==> config.mk <==
export PLATFORM = sky130hd
export DESIGN_NAME = sram_slv_queue
export DESIGN_NICKNAME = d
export VERILOG_FILES = /design/src/hdl/sram_slv_pkg.sv /design/src/hdl/sram_slv_queue.sv
export SDC_FILE = /design/constraint.sdc
export NUM_CORES = 1
export LEC_CHECK = 0
export BUFFER_PORTS_ARGS = -buffer_cell sky130_fd_sc_hd__buf_2
export CORE_ASPECT_RATIO = 1.25
export CORE_MARGIN = 3
export CORE_UTILIZATION = 40
export CTS_CLUSTER_SIZE = 12
export DETAILED_ROUTE_END_ITERATION = 8
export GPL_TIMING_DRIVEN = 0
export SYNTH_ARGS = -nofsm -noshare
export SYNTH_HDL_FRONTEND = slang
export SYNTH_SLANG_ARGS = --single-unit
==> constraint.sdc <==
create_clock -name clock -period 4 [get_ports clock]
set_clock_uncertainty 0.2 [all_clocks]
set_input_delay 0.6 -clock clock [delete_from_list [all_inputs] [get_ports clock]]
set_output_delay 0.6 -clock clock [all_outputs]
set_load 0.03 [all_outputs]
==> src/hdl/sram_slv_pkg.sv <==
package sram_slv_pkg;

   // memory geometry
   localparam int ADDR_BITS     = 16;
   localparam int ADDR_BYTES    = (ADDR_BITS + 7) / 8;
   localparam int ADDR_CNT_BITS = (ADDR_BYTES > 1) ? $clog2(ADDR_BYTES) : 1;
   localparam int MEM_DEPTH     = 1 << ADDR_BITS;

   // command bytes
   localparam logic [7:0] CMD_READ  = 8'h03;
   localparam logic [7:0] CMD_WRITE = 8'h02;

   // queue between front and back
   localparam int QUEUE_DEPTH    = 2;
   localparam int QUEUE_PTR_BITS = $clog2(QUEUE_DEPTH);
   localparam int QUEUE_CNT_BITS = $clog2(QUEUE_DEPTH + 1);

   typedef struct packed {
      logic       func;
      logic [7:0] mosi_byte;
   } req_type;

   typedef struct packed {
      logic [7:0] miso_byte;
      logic       data_phase;
   } rsp_type;

   typedef enum logic [1:0] {
      OP_NONE  = 2'd0,
      OP_READ  = 2'd1,
      OP_WRITE = 2'd2
   } op_kind_type;

   typedef struct packed {
      op_kind_type          kind;
      logic [ADDR_BITS-1:0] addr;
      logic [7:0]           data;
   } op_type;

   typedef struct packed {
      logic full;
      logic empty;
   } queue_status_type;

endpackage

==> src/hdl/sram_slv_queue.sv <==
module sram_slv_queue import sram_slv_pkg::*; (
   input  logic             clock,
   input  logic             reset,
   input  logic             push,
   input  op_type           push_word,
   input  logic             pop,
   output op_type           head_word,
   output queue_status_type status
);

   op_type                    entry_ff [QUEUE_DEPTH];
   logic [QUEUE_PTR_BITS-1:0] wr_ptr_ff, rd_ptr_ff;
   logic [QUEUE_CNT_BITS-1:0] count_ff, count_in;

   assign head_word    = entry_ff[rd_ptr_ff];
   assign status.full  = (count_ff == QUEUE_CNT_BITS'(QUEUE_DEPTH));
   assign status.empty = (count_ff == '0);

   always_comb begin
      unique case ({push, pop})
         2'b10:   count_in = count_ff + 1'b1;
         2'b01:   count_in = count_ff - 1'b1;
         default: count_in = count_ff;
      endcase
   end

   always_ff @(posedge clock) begin
      if (push) begin
         entry_ff[wr_ptr_ff] <= push_word;
      end
   end

   always_ff @(posedge clock) begin
      if (reset) begin
         wr_ptr_ff <= '0;
         rd_ptr_ff <= '0;
         count_ff  <= '0;
      end else begin
         if (push) wr_ptr_ff <= wr_ptr_ff + 1'b1;
         if (pop)  rd_ptr_ff <= rd_ptr_ff + 1'b1;
         count_ff <= count_in;
      end
   end

   assert property (@(posedge clock) disable iff (reset) push |-> !status.full)
      else $error("push into a full queue");

   assert property (@(posedge clock) disable iff (reset) pop |-> !status.empty)
      else $error("pop from an empty queue");

endmodule

## After elaboration in Yosys (flattened, before gate mapping)

Memories as Yosys holds them, arrays and structs flattened. A register that Yosys moved wholly into a read port is not among the register bits.
Cells that the tools add are included.

- Reduce and logical (&&, ||, !) cells: 2
- Muxes and demuxes: 5
- Add/subtract/negate cells: 4
- Eq/ne operators: 3

Operators with widths:

| operator | count |
|---|---|
| $eq A2 B2 Y1 const B | 2 |
| $mux W1 | 4 |
| $pmux W2 S2 | 1 |
| $add A1 B1 Y1 const B | 2 |
| $add A2 B1 Y2 const B | 1 |
| $eq A2 B1 Y1 const B | 1 |
| $logic_not A2 Y1 | 1 |
| $reduce_bool A2 Y1 | 1 |
| $sub A2 B1 Y2 const B | 1 |

- Memories kept: 1
- Output and inout port bits: 28
- Bits in writable memories: 52
- Register bits after elaboration: 4
- Input port bits: 30
- Word-level logic and storage cells: 18

Memories:

| memory | words | bits a word | rd ports | clocked after memory_dff | wr ports | line | source |
|---|---|---|---|---|---|---|---|
| entry_ff | 2 | 26 | 1 | 1 | 1 | sram_slv_queue.sv:11 | `op_type entry_ff [QUEUE_DEPTH];` |

## Logic depth before layout (Yosys ltp)

- Depth in word-level cells: 3
- Mapped depth: 5
- Depth with buffers taken out: 5

## Least setup slack after synthesis

Ideal clock, no wire load.

- Kind: input-to-reg
- From: input push
- To: memory entry_ff[0][0] (netlist bit) (enable)
- Buffers on the path: 0
- Data required time: 3.391 ns
- Arrival time: 1.754 ns
- Setup time: 0.409 ns
- Slack: 1.637 ns
- Stages on the path: 2
- Cells stage by stage: inv_1 > nor2_1

- Longest elaborated chain between the ends: 2

RTL lines:

| element | line | source |
|---|---|---|
| from (decl) | sram_slv_queue.sv:4 | `input logic push,` |
| $mux W1 | sram_slv_queue.sv:28 | `if (push) begin` |
| $mux W1 (not written as such) | sram_slv_queue.sv:29 | `entry_ff[wr_ptr_ff] <= push_word;` |
| to (decl) | sram_slv_queue.sv:11 |  |

Every way passes these cells.

==> qor.txt <==
Mapped Nets = 134
1st-iter DRT viols = 30
setup violators final = 0
vias in the first global route = 1221
Yosys reg bits = 57
DR DRC count = 0
final hold vios = 0
TritonRoute pass-1 iters = 4
min Tclk post-route = 2460 ps
Slew headroom = 0.184
final hold slack = 261 ps
status = complete, no violations
WP data arrival = 1660 ps
Critical Path RT = 3200 ps
Clock Sinks = 57
HPWL after DPL = 2450 um
Power Total = 1.34 mW
synthesis-to-finish area growth = 26.0%
# port buffers = 57
leakage = 1.00 nW
clk slew on worst S/H paths = 60 ps
crit-path cells = buf_2 > buf_2 > mux2_2 > buf_2
Skew-Pair Late Insertion Delay = 320 ps
Global Route Usage Sum = 0.127
placer congestion estimate = 0.682
TritonCTS Buffers = 9
Worst Reg-to-Reg Cells = 1
worst-margin pin slew = 1220 ps
Avg Inst Size Synth = 20.1 sq um
Hold Path Depth = 1
synth unique cells = 14
first-pass GRT wire length = 5710 um
fin. max-slew vios = 0
final setup TNS = 0 ps
Die X-Extent = 70.4 um
starting density of the core = 0.426
sequential area share after synthesis = 0.801
# nets final = 203
Worst IR Drop VDD = 0.000308 V
CP max FO = 10
H-tree depth = 3
r2r setup slk = 2050 ps
Routed Wire Length = 3580 um
initial antenna violation count = 0
WL per Instance = 15.1 um
die area = 0.00609 sq mm
cts-stage hold buffer count = 0
Ant. Diodes = 0
critical path's most frequent cell = buf_2
Resized Gates After CTS = 0
critical path endpoint category = output port
share of layout cells above drive strength 1 = 0.565
commonest cells after routing, fill and taps aside = 60 x buf_2, 52 x edfxtp_1, 26 x mux2_2, 10 x clkbuf_8
largest net degree at the start of global routing = 27
Synth Warn # = 0
Power Density = 514 mW/mm^2
Crit path max-delay family = buffers and inverters
Crit Path Class = reg -> out
Max Cap Viol = 0
post-route ant nets = 0
Core ar. = 0.00487 sq mm
Hold Crit Class = in -> reg
Worst R2R Start = wr_ptr_ff
post-CTS setup repair buffer count = 0
Syn Inst Count = 103
leading cell type in the layout, fill and taps excluded = buf_2
Startpoint Class = flop
Max Root-Sink Buffers = 2
post-synthesis instance area = 0.00207 sq mm
row cnt = 28
gr ovfl total = 0
post-layout instance area = 0.00261 sq mm
CTS tree = yes
average via count per standard cell = 4.66
Largest stage delay, worst path = 370 ps
Critical R2R Capture = entry_ff[1][1]
Boundary Pins = 58
die height = 86.5 um
CP max stage cell = mux2_2
RSZ-0062 raised after global routing = false
Vias = 1105
count of buffer and inverter cells on the critical path = 3
hold path start = push_word[8]
Tcrit/Tclk final = 0.615
CTS Root Buffer Type = clkbuf_8
placed instance area = 0.00245 sq mm
f_max = 0.407 GHz
Worst Hold Path EP = entry_ff[1][8]
[worst max-delay path by stage]
| stage | startpoint | end | slack (ps) | cells past startpoint |
|---|---|---|---|---|
| detailed placement | push | entry_ff[1][22] | 1680 | 2 |
| global route | flop | head_word[23] | 1420 | 4 |
| global placement | push | entry_ff[0][22] | 900 | 3 |
| finish | flop | head_word[6] | 1540 | 4 |
| floorplan | push | entry_ff[0][0] | 1640 | 2 |
| CTS | flop | head_word[4] | 1500 | 4 |
[routing by layer]
metal / vias to the layer above / part of all wire / global-route usage
met1: 519 / 0.36 / 0.125
met4: 0 / 0.026 / 0.0836
met5: - / 0 / 0
met3: 9 / 0.077 / 0.0499
met2: 44 / 0.54 / 0.221
li1: 533 / - / -
[state kept, by name, indices dropped and copies added (netlist names), named ones only]
| signal | flops |
|---|---|
| rd_ptr_ff | 1 |
| count_ff | 2 |
| wr_ptr_ff | 1 |
| entry_ff | 52 |
[synth_stat cells, drive strengths merged]
library cell   n  area share
mux2          26        0.14
buf            3      0.0072
ha             1      0.0060
or3            1      0.0030
dfxtp          5       0.048
o21ai          1      0.0024
a21oi          1      0.0024
inv            1      0.0018
and2b          1      0.0042
nor2           6       0.011
and2           1      0.0030
xnor2          3       0.013
xor2           1      0.0042
edfxtp        52        0.75
[cell type report]
class	instances	area, sq um
Fill cell	430	2260
Clock buffer	15	156
Clock inverter	1	5.00
Sequential cell	57	1660
Tap cell	60	75.1
Inverter	1	3.75
Multi-Input combinational cell	42	397
Timing Repair Buffer	58	300
Buffer	3	15.0
[metrics by stage]
step | instances | setup WS, ps | util
2_1_floorplan | 103 | 1640 | -
3_3_place_gp | 220 | 901 | 0.500
3_5_place_dp | 221 | 1680 | 0.504
4_1_cts | 237 | 1500 | 0.537
5_1_grt | 237 | 1420 | 0.537
6_report | 237 | 1540 | 0.537
[power by group]
group / switching, mW / internal (mW) / total (mW) / leakage, nW
combinational: 0.127 / 0.0732 / 0.200 / 0.390
sequential: 0.0112 / 0.694 / 0.705 / 0.530
clock: 0.196 / 0.242 / 0.438 / 0.0817
[logic make-up (layout without fill, tap and decap cells)]
group | after synthesis | count (layout) | share of synthesized area
compound gates | 2 | 2 | 0.00482
xor+xnor | 4 | 4 | 0.0169
fa+ha+maj | 1 | 1 | 0.00603
buf+inv | 4 | 78 | 0.00904
flops | 57 | 57 | 0.801
mux | 26 | 26 | 0.141
simple gates | 9 | 9 | 0.0211
Power figures use the tool's default switching activity.
