<file path="config.mk">
export PLATFORM = sky130hd
export DESIGN_NAME = sram_slv_front
export DESIGN_NICKNAME = d
export VERILOG_FILES = /design/src/hdl/sram_slv_pkg.sv /design/src/hdl/sram_slv_front.sv
export SDC_FILE = /design/constraint.sdc
export NUM_CORES = 1
export LEC_CHECK = 0
export BUFFER_PORTS_ARGS = -buffer_cell sky130_fd_sc_hd__buf_2
export CAP_MARGIN = 0
export CORE_ASPECT_RATIO = 0.6
export CORE_MARGIN = 2
export CORE_UTILIZATION = 47
export DETAILED_ROUTE_END_ITERATION = 16
export PLACE_DENSITY = 0.75
export RECOVER_POWER = 100
export SETUP_SLACK_MARGIN = 0.05
export SYNTH_ARGS = -nofsm -noshare
export SYNTH_HDL_FRONTEND = slang
export SYNTH_SLANG_ARGS = --single-unit
export TNS_END_PERCENT = 30
</file>
<file path="constraint.sdc">
create_clock -name clock -period 1.75 [get_ports clock]
set_input_delay 0.35 -clock clock [delete_from_list [all_inputs] [get_ports clock]]
set_output_delay 0.35 -clock clock [all_outputs]
set_load 0.01 [all_outputs]
</file>
<file path="src/hdl/sram_slv_pkg.sv">
package sram_slv_pkg;

   // memory geometry
   localparam int ADDR_BITS     = 16;
   localparam int ADDR_BYTES    = (ADDR_BITS + 7) / 8;
   localparam int ADDR_CNT_BITS = (ADDR_BYTES > 1) ? $clog2(ADDR_BYTES) : 1;
   localparam int MEM_DEPTH     = 1 << ADDR_BITS;

   // command bytes
   localparam logic [7:0] CMD_READ  = 8'h03;
   localparam logic [7:0] CMD_WRITE = 8'h02;

   // queue between front and back
   localparam int QUEUE_DEPTH    = 2;
   localparam int QUEUE_PTR_BITS = $clog2(QUEUE_DEPTH);
   localparam int QUEUE_CNT_BITS = $clog2(QUEUE_DEPTH + 1);

   typedef struct packed {
      logic       func;
      logic [7:0] mosi_byte;
   } req_type;

   typedef struct packed {
      logic [7:0] miso_byte;
      logic       data_phase;
   } rsp_type;

   typedef enum logic [1:0] {
      OP_NONE  = 2'd0,
      OP_READ  = 2'd1,
      OP_WRITE = 2'd2
   } op_kind_type;

   typedef struct packed {
      op_kind_type          kind;
      logic [ADDR_BITS-1:0] addr;
      logic [7:0]           data;
   } op_type;

   typedef struct packed {
      logic full;
      logic empty;
   } queue_status_type;

endpackage

</file>
<file path="src/hdl/sram_slv_front.sv">
module sram_slv_front import sram_slv_pkg::*; (
   input  logic    clock,
   input  logic    reset,
   input  logic    req_accept,
   input  req_type req_word,
   output op_type  op_word,
   output logic    op_push
);

   typedef enum logic [3:0] {
      PH_IDLE   = 4'b0001,
      PH_ADDR   = 4'b0010,
      PH_DATA   = 4'b0100,
      PH_IGNORE = 4'b1000
   } phase_type;

   phase_type              phase_ff, phase_in;
   op_kind_type            kind_ff, kind_in;
   logic [ADDR_BITS-1:0]   ptr_ff, ptr_in;
   logic [ADDR_CNT_BITS-1:0] cnt_ff, cnt_in;
   logic [ADDR_BITS+7:0]   shift_word;

   assign shift_word = {ptr_ff, req_word.mosi_byte};
   assign op_push    = req_accept;

   always_comb begin
      phase_in     = phase_ff;
      kind_in      = kind_ff;
      ptr_in       = ptr_ff;
      cnt_in       = cnt_ff;
      op_word.kind = OP_NONE;
      op_word.addr = ptr_ff;
      op_word.data = req_word.mosi_byte;
      if (req_word.func) begin
         phase_in = PH_IDLE;
         kind_in  = OP_NONE;
      end else begin
         unique case (phase_ff)
            PH_IDLE: begin
               if (req_word.mosi_byte == CMD_READ) begin
                  kind_in  = OP_READ;
                  ptr_in   = '0;
                  cnt_in   = '0;
                  phase_in = PH_ADDR;
               end else if (req_word.mosi_byte == CMD_WRITE) begin
                  kind_in  = OP_WRITE;
                  ptr_in   = '0;
                  cnt_in   = '0;
                  phase_in = PH_ADDR;
               end else begin
                  kind_in  = OP_NONE;
                  phase_in = PH_IGNORE;
               end
            end
            PH_ADDR: begin
               ptr_in = shift_word[ADDR_BITS-1:0];
               if (cnt_ff == ADDR_CNT_BITS'(ADDR_BYTES - 1)) begin
                  phase_in = PH_DATA;
               end else begin
                  cnt_in = cnt_ff + 1'b1;
               end
            end
            PH_DATA: begin
               op_word.kind = kind_ff;
               ptr_in       = ptr_ff + 1'b1;
            end
            PH_IGNORE: begin
            end
            default: begin
               phase_in = PH_IDLE;
               kind_in  = OP_NONE;
            end
         endcase
      end
   end

   always_ff @(posedge clock) begin
      if (reset) begin
         phase_ff <= PH_IDLE;
         kind_ff  <= OP_NONE;
         ptr_ff   <= '0;
         cnt_ff   <= '0;
      end else if (req_accept) begin
         phase_ff <= phase_in;
         kind_ff  <= kind_in;
         ptr_ff   <= ptr_in;
         cnt_ff   <= cnt_in;
      end
   end

   // a release always lands back in idle with no command
   assert property (@(posedge clock) disable iff (reset)
      req_accept && req_word.func |=> phase_ff == PH_IDLE && kind_ff == OP_NONE)
      else $error("release did not return to idle");

endmodule

</file>
# After elaboration in Yosys (flattened, before gate mapping)
# Cells that the tools add are included.
word_totals:
  regBits: 23
  word_cells: 43
  output_inout_bits: 27
  in_bits: 12
op_classes:
  eq_ne: 10
  n_mux: 18
  n_reduce_logical: 8
  bitwise_logic: 1
  n_addsub: 2
ops:
  columns: ["operator", "n"]
  rows:
  - ["16-bit case mux with 3 select lines", 1]
  - ["16-bit 2-to-1 mux", 2]
  - ["16-bit by 1-bit adder with 16-bit output (second input constant)", 1]
  - ["8-bit by 2-bit == test with 1-bit output (second input constant)", 2]
  - ["4-bit 2-to-1 mux", 4]
  - ["4-bit case mux with 3 select lines", 1]
  - ["2-bit 2-to-1 mux", 5]
  - ["4-bit AND reduction", 2]
  - ["3-bit != test (second input constant)", 2]
  - ["4-bit by 1-bit == test with 1-bit output (second input constant)", 1]
  - ["4-bit by 2-bit == test with 1-bit output (second input constant)", 1]
  - ["4-bit by 3-bit == test with 1-bit output (second input constant)", 1]
  - ["4-bit == test (second input constant)", 1]
  - ["2-bit by 1-bit != test with 1-bit output (second input constant)", 2]
  - ["2-bit case mux with 2 select lines", 1]
  - ["1-bit 2-to-1 mux", 3]
  - ["3-bit AND reduction", 1]
  - ["3-bit nonzero test", 1]
  - ["3-bit OR reduction", 1]
  - ["1-bit case mux with 2 select lines", 1]
  - ["2-bit AND reduction", 1]
  - ["2-bit nonzero test", 1]
  - ["2-bit OR reduction", 1]
  - ["1-bit adder (second input constant)", 1]
  - ["1-bit inverter", 1]

# Longest topological paths before layout
# Gate-level depths: netlist (run 1).
logic_depth:
  word_depth: 5
  ltp_mapped: 8
  mapped_depth_nobuf: 6

# Least setup slack after synthesis (run 1)
# Ideal clock, no wire load.
synth_timing:
  path_type: "input -> register"
  start: "in req_word[6] (netlist bit)"
  end: "reg ptr_ff[4]"
  required_ns: 1.619
  cell_stages: 6
  arrival_ns: 1.761
  path_buffers: 1
  setup_ns: 0.131
  setup_slack_ns: -0.142
  cell_sequence: "nor4_4 -> a31oi_4 -> or4_4 -> buf_6 -> a221oi_1 -> nor3_1"
synth_via:
  elab_chain_cells: 3
  elab_cells_between_ends: 6
  cone_classes: "3 x eq/ne; 2 x mux; 1 x reduce/logical"
synth_rtl:
  columns: ["item", "line_no", "source"]
  rows:
  - ["start: declaration", "sram_slv_front.sv:5", "input req_type req_word,"]
  - ["8-bit by 2-bit == test with 1-bit output, on equally long branches", "sram_slv_front.sv:40, sram_slv_front.sv:45", null]
  - ["3-bit != test (no line) / 16-bit 2-to-1 mux (equally long branches)", null, null]
  - ["4-bit AND reduction (no line) / 16-bit case mux with 3 select lines (equally long branches)", null, null]
  - ["end signal: assignment", "sram_slv_front.sv:86", "ptr_ff <= ptr_in;"]
  - ["end: declaration", "sram_slv_front.sv:19", "logic [ADDR_BITS-1:0] ptr_ff, ptr_in;"]
# Several ways; a longest one is shown, not always the timed one.
# A chain may end at the register's enable or synchronous reset.

# Final worst setup path (run 1)
layout_timing:
  start: "reg phase_ff[2]"
  end: "reg ptr_ff[15]"
layout_via:
  elab_chain_cells: 3
  elab_cells_between_ends: 7
  cone_classes: "4 x eq/ne; 1 x mux; 2 x reduce/logical"
layout_rtl:
  columns: ["item", "line_no", "source"]
  rows:
  - ["start: declaration", "sram_slv_front.sv:17", "phase_type phase_ff, phase_in;"]
  - ["start signal: assignment", "sram_slv_front.sv:84", "phase_ff <= phase_in;"]
  - ["4-bit by 1-bit == test with 1-bit output, or another cell as far along", "sram_slv_front.sv:38", "unique case (phase_ff)"]
  - ["3-bit != test (no line) / 3-bit nonzero test (equally long branches)", null, null]
  - ["4-bit AND reduction (no line)", null, null]
# Several ways; a longest one is shown, not always the timed one.

==> impl_metrics.toml, run 1 <==
[outcome]
outcome = "complete, but fails checks"
violations = "setup timing"

[detailed_routing]
drc = 0
routedWlPerCell_um = 17.4
wirelength_um = 5210
dr.pass1.iters = 5
vias_per_cell = 5.93
routed-via-count = 1772
drt-initial-drc-count = 203
drtAntennaViolNets = 0

[power_and_ir_drop]
p_int_mw = 0.813
peakVddDrop_mv = 0.372
power_density_nw_per_um2 = 514
power_switching_mw = 0.340
power_mw = 1.15
p_comb_frac = 0.222
power_frac_clock = 0.306
p_leak_nw = 0.859
switching_share = 0.295
pwr-share-seq = 0.472

[grt]
grt_pass1_wl_um = 8040
track_usage = 0.269
grt_max_degree = 30
grt_pass1_vias = 1570
grt_overflow_total = 0
antenna_found_initial = 0

[worst_setup_path]
cp.required_ps = 1890
start_kind = "flop"
crit_arrival_ps = 1900
path_class = "reg2reg"
end_kind = "flop"
critPathMaxFanout = 6

[yosys]
synth_mux_area_frac = 0.0130
synth_top_family_by_area = "simple AND/OR/NAND/NOR gates"
synth_ff_type = "dfxtp_1"
ys_top_cells_by_area = "dfxtp_1 30%, a21oi_1 5.5%, buf_4 4.4%"
synthDominantCellAreaShare = 0.299
synth_compound_area_frac = 0.258
yosys.area.top_type = "dfxtp_1"
synthCells = 192
synth_xor_area_frac = 0.0341
yosys.cell_count.top_type = "dfxtp_1"
synth_edf_count = 0
yosysWarnings = 0
synth_seq_cells = 23
yosysSeqAreaShare = 0.299
synth_cell_type_count = 46
synthAdderAreaFrac = 0.00812
syn_area_um2 = 1540
syn_nets = 205
synthTopCellsByCount = "23 x dfxtp_1, 17 x a21oi_1, 17 x nor2_1, 14 x nand2_1, 10 x o21ai_0"
syn_avg_cell_area_um2 = 8.03
yosys.area_share.simple = 0.282
async_flop_share = 0

[sta]
rsz0062_at_grt = "yes"
setup_viol = 1
hold_viol_final = 0
setup_slack_ps = -4.43
fin_skew_ps = 2.93
worstMarginPinSlew_ps = 557
max_slew_margin = 0.629
finalCritPeriodShare = 1.00
clock.fmax_mhz = 570
slew_viol_final = 0
fin_crit_ps = 1750

[floorplanning]
start_util = 0.481
die_h_um = 48.4
fp.dieW_um = 77.9
io_pins = 39
die_area_um2 = 3770
rows = 16
core_area_um2 = 3200

[cells_and_area]
nets = 268
seqCellArea_um2 = 468
multi_input_area_um2 = 1140
antenna_cells = 0
finalInstanceArea_um2 = 2240
drive_gt1_frac = 0.413
n_fill_cell = 263
area_growth_pct = 45.4

[run]
max_cap_violations = 0

[clocking]
cts.path.max_buffers = 2
clkLatencyLatePin_ps = 270
cts_sinks = 23
htree_levels = 1
cts-buffers-inserted = 3
clock-root-buffer = "clkbuf_8"
cts_hold_buffers = 0
cts_tree = "done"
clk_pin_slew_worst_paths_ps = 90

[hold_path]
min-delay-path-class = "in2reg"

[placement]
place_ws_ps = -255
port_buffers = 38
gp_congestion = 0.842
dp_hpwl_um = 3150
dpl_cell_area_um2 = 1900
power groups by stage:
stage | clock network [mW] | logic, mW | registers (mW)
2_1_floorplan | 0 | 0.102 | 0.558
4_1_cts | 0.353 | 0.221 | 0.543
3_3_place_gp | 0 | 0.178 | 0.555
5_1_grt | 0.385 | 0.271 | 0.546
3_5_place_dp | 0 | 0.181 | 0.555
6_report | 0.353 | 0.255 | 0.544
metal layers:
layer  GRT usage  share of wire  up-vias
met3      0.0504          0.091       14
met2       0.382           0.42      100
met4      0.0322          0.015        0
li1            -              -      833
met5           0              0        -
met1       0.429           0.47      825
flip-flops by register name (all words and copies together) (netlist names):
name and count:
ptr_ff 16, phase_ff 4, kind_ff 2, cnt_ff 1
final timing paths:
| path | from | end | slack, ps | depth (start not counted) |
|---|---|---|---|---|
| worst max-delay path | phase_ff[2] | ptr_ff[15] | -4 | 6 |
| worst min-delay path | req_word[0] | kind_ff[0] | 340 | 3 |
| worst max register to register | phase_ff[2] | ptr_ff[15] | -4 | 6 |
| worst min register to register | kind_ff[0] | kind_ff[0] | 470 | 2 |
repair_timing:
item | in CTS | in global routing
gates resized for setup | 23 | 37
hold endpoints to repair | 0 | 0
buffers inserted | 6 | 2
endpoints found under the setup margin | 21 | 24
cloned | 3 | 0
pin swaps | 9 | 10
layout by cell type, fill, tap and decap left out, drive strengths merged, types with 2 or more instances in the layout:
cell	n
a31oi	4
o31ai	2
nor4	2
xnor2	3
nor4b	3
a21o	2
and3	3
a21oi	17
nand2b	7
o21ai	10
nand2	14
a211oi	3
inv	4
o31a	2
a221oi	4
or4	4
nor2	17
nand3	9
nor3	9
o32ai	4
clkbuf	26
nor2b	4
dfxtp	23
xor2	3
mux2i	2
o41ai	3
and4	3
or4b	2
buf	55
critical path, cell delays in order (launching register included):
cell and delay, ps:
dfxtp_4 380, or4b_4 550, a31oi_4 210, buf_6 150
or4_4 190, a21o_1 100, a21oi_1 60
per-stage QoR:
step,cells,util,TNS (ps),hold WS [ps]
global placement,285,0.593,-2520,455
CTS,298,0.655,0,359
finish,299,0.700,-4.43,339
detailed placement,285,0.593,-3040,455
global route,299,0.700,-495,348
floorplan,192,-,-98.0,442
cells by family (layout without fill, tap and decap cells):
group,Yosys count,in the layout
simple gates,77,80
compound gates,56,56
buf+inv,27,86
flops,23,23
xor+xnor,6,6
mux,2,2
fa+ha+maj,1,1
cell type report:
cell class | instances | share of cell area
Multi-Input combinational cell | 145 | 0.509
Timing Repair Buffer | 78 | 0.228
Clock inverter | 1 | 0.00335
Sequential cell | 23 | 0.209
Tap cell | 45 | 0.0251
Clock buffer | 3 | 0.0184
Inverter | 4 | 0.00670
(Power assumes the default switching activity.)
==> run 2, diff against run 1 <==
--- a/config.mk
+++ b/config.mk
@@ -12,7 +12,6 @@
 export CORE_UTILIZATION = 47
 export DETAILED_ROUTE_END_ITERATION = 16
 export PLACE_DENSITY = 0.75
-export RECOVER_POWER = 100
 export SETUP_SLACK_MARGIN = 0.05
 export SYNTH_ARGS = -nofsm -noshare
 export SYNTH_HDL_FRONTEND = slang
==> run 2 against run 1 <==
Net effect: the run still ends with setup timing left; global-route usage is the same; critical endpoint unchanged; die area is the same; highest routed layer unchanged; non-clock buffer count is the same; via count shrank 0.51%; final cell count is the same; register-to-register slack is essentially flat; critical path depth is the same; largest power group unchanged; utilization grew 0.98 points; routed wire length is essentially flat; power grew 0.61%; hold slack lost 3.6 ps.
==> impl_metrics.toml, run 2 (synthesis results as in run 1) <==
[floorplanning]
start_util = 0.481
core_area_um2 = 3200
fp.dieW_um = 77.9
rows = 16
die_h_um = 48.4
io_pins = 39
die_area_um2 = 3770

[detailed_routing]
vias_per_cell = 5.90
wirelength_um = 5210
drt-initial-drc-count = 219
drtAntennaViolNets = 0
routed-via-count = 1763
drc = 0
dr.pass1.iters = 5
routedWlPerCell_um = 17.4

[sta]
setup_slack_ps = -5.90
holdWs_ps = 335
clock.fmax_mhz = 570
fin_skew_ps = 2.64
setup_viol = 1
slew_viol_final = 0
worstMarginPinSlew_ps = 586
finalCritPeriodShare = 1.00
max_slew_margin = 0.609
fin_crit_ps = 1760
hold_viol_final = 0
rsz0062_at_grt = "yes"

[hold_path]
hold_path.startpoint = "req_word[0]"
holdPathStages = 3
min-delay-path-class = "in2reg"
min_to = "kind_ff[0]"

[clocking]
cts_sinks = 23
cts-buffers-inserted = 3
clk_pin_slew_worst_paths_ps = 90
cts.path.max_buffers = 2
cts_tree = "done"
clkLatencyLatePin_ps = 270
clock-root-buffer = "clkbuf_8"
cts_hold_buffers = 0
htree_levels = 1

[placement]
port_buffers = 38
place_ws_ps = -255
dp_hpwl_um = 3150
gp_congestion = 0.842
dpl.cell_count = 285

[power_and_ir_drop]
p_leak_nw = 0.945
power_density_nw_per_um2 = 510
peakVddDrop_mv = 0.374

[grt]
antenna_found_initial = 0
grt_pass1_vias = 1570
grt_pass1_wl_um = 8040
track_usage = 0.269
grt_overflow_total = 0
grt_max_degree = 30

[run]
max_cap_violations = 0

[cells_and_area]
drive_gt1_frac = 0.504
top_register = "ptr_ff"
final_cells = 299
post-route-util = 0.709
final_common_cell = "buf_2"
most-common-layout-cells = "37 x buf_2, 31 x buf_4, 19 x dfxtp_1"
nets = 268
top_regs = "ptr_ff: 16 flops, phase_ff: 4 flops, kind_ff: 2 flops"
area_growth_pct = 47.4
largest_reg_flops = 16
antenna_cells = 0
n_fill_cell = 253

[worst_setup_path]
start_kind = "flop"
path_class = "reg2reg"
r2r_setup_slack_ps = -6
critPathMaxFanout = 6
r2r_end = "ptr_ff[15]"
end_kind = "flop"
cp_cell_sequence = "or4b_4 -> a31oi_4 -> buf_6 -> or4_4 -> a21o_1 -> a21oi_1"
slowest_delay_ps = 550
cp.required_ps = 1890
critPathSlowestCell = "or4b_4"
rr_startpoint = "phase_ff[2]"
crit_start = "phase_ff[2]"
crit_arrival_ps = 1900
r2r_cells = 6

[outcome]
violations = "setup timing"
outcome = "complete, but fails checks"
-- run 2: layer usage --
metal,part of all wire,GRT usage,vias to the layer above,wire length (µm)
li1,-,-,836,-
met3,0.10,0.0504,6,527
met4,0.0061,0.0322,0,32
met1,0.47,0.429,825,2460
met2,0.42,0.382,96,2190
met5,0,0,-,0
-- run 2: power breakdown --
part,internal (mW),switching (mW)
Sequential,0.532,0.0125
Combinational,0.124,0.136
Clock,0.162,0.194
Total,0.817,0.342
-- run 2: how the worst max path moves through the flow --
stage               cells past startpoint  slack, ps          end
finish                                  6         -6   ptr_ff[15]
global route                            4        -80  op_word[24]
CTS                                     7          2    ptr_ff[1]
detailed placement                      6       -250    ptr_ff[7]
global placement                        6       -210    ptr_ff[8]
floorplan                               6        -50    ptr_ff[4]
-- run 2: critical path, delay by kind of cell (launching register included) --
kind	cells	cell delay, ps
compound gates	3	370
buf+inv	1	150
flops	1	380
simple gates	2	740
-- run 2: metrics by stage --
stage	power (mW)	TNS [ps]	area, µm²
2_1_floorplan	0.660	-98.0	1550
3_3_place_gp	0.733	-2520	1900
3_5_place_dp	0.736	-3040	1900
4_1_cts	1.12	0	2100
5_1_grt	1.21	-489	2270
6_report	1.16	-5.90	2270
-- run 2: layout make-up --
class | count | area (µm²) | area share
Clock buffer | 3 | 41.3 | 0.0182
Clock inverter | 1 | 7.51 | 0.00330
Inverter | 4 | 15.0 | 0.00661
Multi-Input combinational cell | 145 | 1140 | 0.502
Sequential cell | 23 | 468 | 0.206
Tap cell | 45 | 56.3 | 0.0248
Timing Repair Buffer | 78 | 543 | 0.239
-- run 2: what timing repair did --
item / 4_1_cts / 5_1_grt
gates cloned: 3 / 0
pin swaps: 9 / 10
resized for setup: 23 / 37
buffers inserted: 6 / 2
endpoints found under the setup margin: 21 / 24
==> run 3, diff against run 2 <==
--- a/config.mk
+++ b/config.mk
@@ -9,9 +9,8 @@
 export CAP_MARGIN = 0
 export CORE_ASPECT_RATIO = 0.6
 export CORE_MARGIN = 2
-export CORE_UTILIZATION = 47
+export CORE_UTILIZATION = 25
 export DETAILED_ROUTE_END_ITERATION = 16
-export PLACE_DENSITY = 0.75
 export SETUP_SLACK_MARGIN = 0.05
 export SYNTH_ARGS = -nofsm -noshare
 export SYNTH_HDL_FRONTEND = slang
==> run 3 against run 2 <==
Net effect: the flow now finishes without violations; design area is 1.5% higher; count of clock-buffer cells in the layout stayed put; routed wire length is 8.2% higher; power is 0.45% lower; non-clock buffer count is 3 higher; critical path type is now in2reg; largest cell class unchanged.
==> impl_metrics.toml, run 3 (synthesis results as in run 1) <==
[cells_and_area]
antenna_cells = 0
final_common_cell = "buf_2"
largest_reg_flops = 16
top_regs = "ptr_ff: 16 flops, phase_ff: 4 flops, kind_ff: 2 flops"
final_cells = 341
n_fill_cell = 614
post-route-util = 0.383
nets = 271
top_register = "ptr_ff"
most-common-layout-cells = "36 x buf_2, 35 x buf_4, 19 x dfxtp_1"
drive_gt1_frac = 0.490
area_growth_pct = 49.7

[power_and_ir_drop]
power_frac_clock = 0.314
power_mw = 1.15
p_leak_nw = 0.955
power_density_nw_per_um2 = 500
p_comb_frac = 0.219
peakVddDrop_mv = 0.272
pwr-share-seq = 0.467
power_switching_mw = 0.343
p_int_mw = 0.811
switching_share = 0.298

[worst_setup_path]
path_class = "in2reg"
crit_arrival_ps = 1880
critPathMaxFanout = 6
cp.required_ps = 1900
start_kind = "primary input"
r2r_setup_slack_ps = 30
rr_startpoint = "phase_ff[1]"
crit_start = "req_word[2]"
end_kind = "flop"

[detailed_routing]
routed-via-count = 1728
dr.pass1.iters = 4
wirelength_um = 5640
drt-initial-drc-count = 89
routedWlPerCell_um = 16.5
drtAntennaViolNets = 0
drc = 0
vias_per_cell = 5.07

[clocking]
cts_sinks = 23
cts.path.max_buffers = 2
cts_tree = "done"
htree_levels = 1
clkLatencyLatePin_ps = 280
clock-root-buffer = "clkbuf_8"
cts-buffers-inserted = 3
clk_pin_slew_worst_paths_ps = 90
cts_hold_buffers = 0

[sta]
finalCritPeriodShare = 0.990
hold_viol_final = 0
clock.fmax_mhz = 577
max_slew_margin = 0.611
worstMarginPinSlew_ps = 583
setup_viol = 0
tns_ps = 0
fin_skew_ps = 6.35
holdWs_ps = 343
slew_viol_final = 0
fin_crit_ps = 1730
rsz0062_at_grt = "yes"

[floorplanning]
die_area_um2 = 6830
die_h_um = 64.8
fp.dieW_um = 105
rows = 22
core_area_um2 = 6030
io_pins = 39
start_util = 0.256

[placement]
gp_congestion = 0.846
port_buffers = 38
dp_hpwl_um = 3710
dpl.cell_count = 329

[grt]
grt_overflow_total = 0
grt_pass1_vias = 1502
grt_max_degree = 30
antenna_found_initial = 0
grt_pass1_wl_um = 8580
track_usage = 0.162

[outcome]
outcome = "complete, no violations"

[hold_path]
hold_path.startpoint = "req_word[0]"
min-delay-path-class = "in2reg"

[run]
max_cap_violations = 0
-- run 3: changes by cell type in the layout (fill, tap and decap cells not counted), moves of 2 or more --
| cell | previous run | this run |
|---|---|---|
| buf_4 | 31 | 35 |
| nor2_4 | 2 | 0 |
| nand2_2 | 3 | 1 |
| nand2_1 | 11 | 13 |
| nor2_1 | 11 | 13 |
| buf_6 | 8 | 10 |
-- run 3: what timing repair did --
action / in CTS / in global routing
endpoints found under the setup margin: 20 / 24
setup buffers: 6 / 1
endpoints found under the hold margin: 0 / 0
cloned: 2 / 1
pin swaps: 13 / 14
gates resized for setup: 33 / 22
-- run 3: path summary, 6_finish.rpt --
| path | end | cells past startpoint |
|---|---|---|
| setup / recovery | ptr_ff[5] | 7 |
| hold / removal | kind_ff[0] | 3 |
| setup reg to reg | ptr_ff[9] | 5 |
| hold reg to reg | cnt_ff | 2 |
-- run 3: area by class of cell --
type | instances | area (µm²) | area share
clock buffers | 3 | 41.3 | 0.0179
inverters | 4 | 15.0 | 0.00651
repair buffers | 81 | 556 | 0.241
clock inverters | 1 | 7.51 | 0.00325
well taps | 84 | 105 | 0.0456
flip-flops and latches | 23 | 470 | 0.204
multi-input cells | 145 | 1110 | 0.482
-- run 3: worst max-delay path, cell delays in order --
cell and delay [ps]:
buf_6 100, nor4_4 340, a31oi_4 150, buf_6 150
or4_4 550, o21ai_1 160, o31ai_1 80
-- run 3: per-stage QoR --
stage	cell area (µm²)	worst slack, ps
floorplan	1550	-47.8
global placement	1990	-245
detailed placement	1990	-299
CTS	2200	6.39
global route	2310	-66.3
finish	2310	17.4
-- run 3: per-layer routing --
layer  track usage  vias to the layer above  part of all wire
met1         0.253                      822              0.51
met5             0                        -                 0
li1              -                      844                 -
met2         0.224                       60              0.42
met3        0.0402                        2             0.067
met4        0.0200                        0            0.0025
-- run 3: power groups by stage --
stage | combinational (mW) | clock [mW] | sequential [mW]
6_report | 0.253 | 0.363 | 0.539
5_1_grt | 0.271 | 0.399 | 0.540
4_1_cts | 0.234 | 0.372 | 0.539
3_5_place_dp | 0.197 | 0 | 0.552
3_3_place_gp | 0.194 | 0 | 0.552
2_1_floorplan | 0.102 | 0 | 0.558
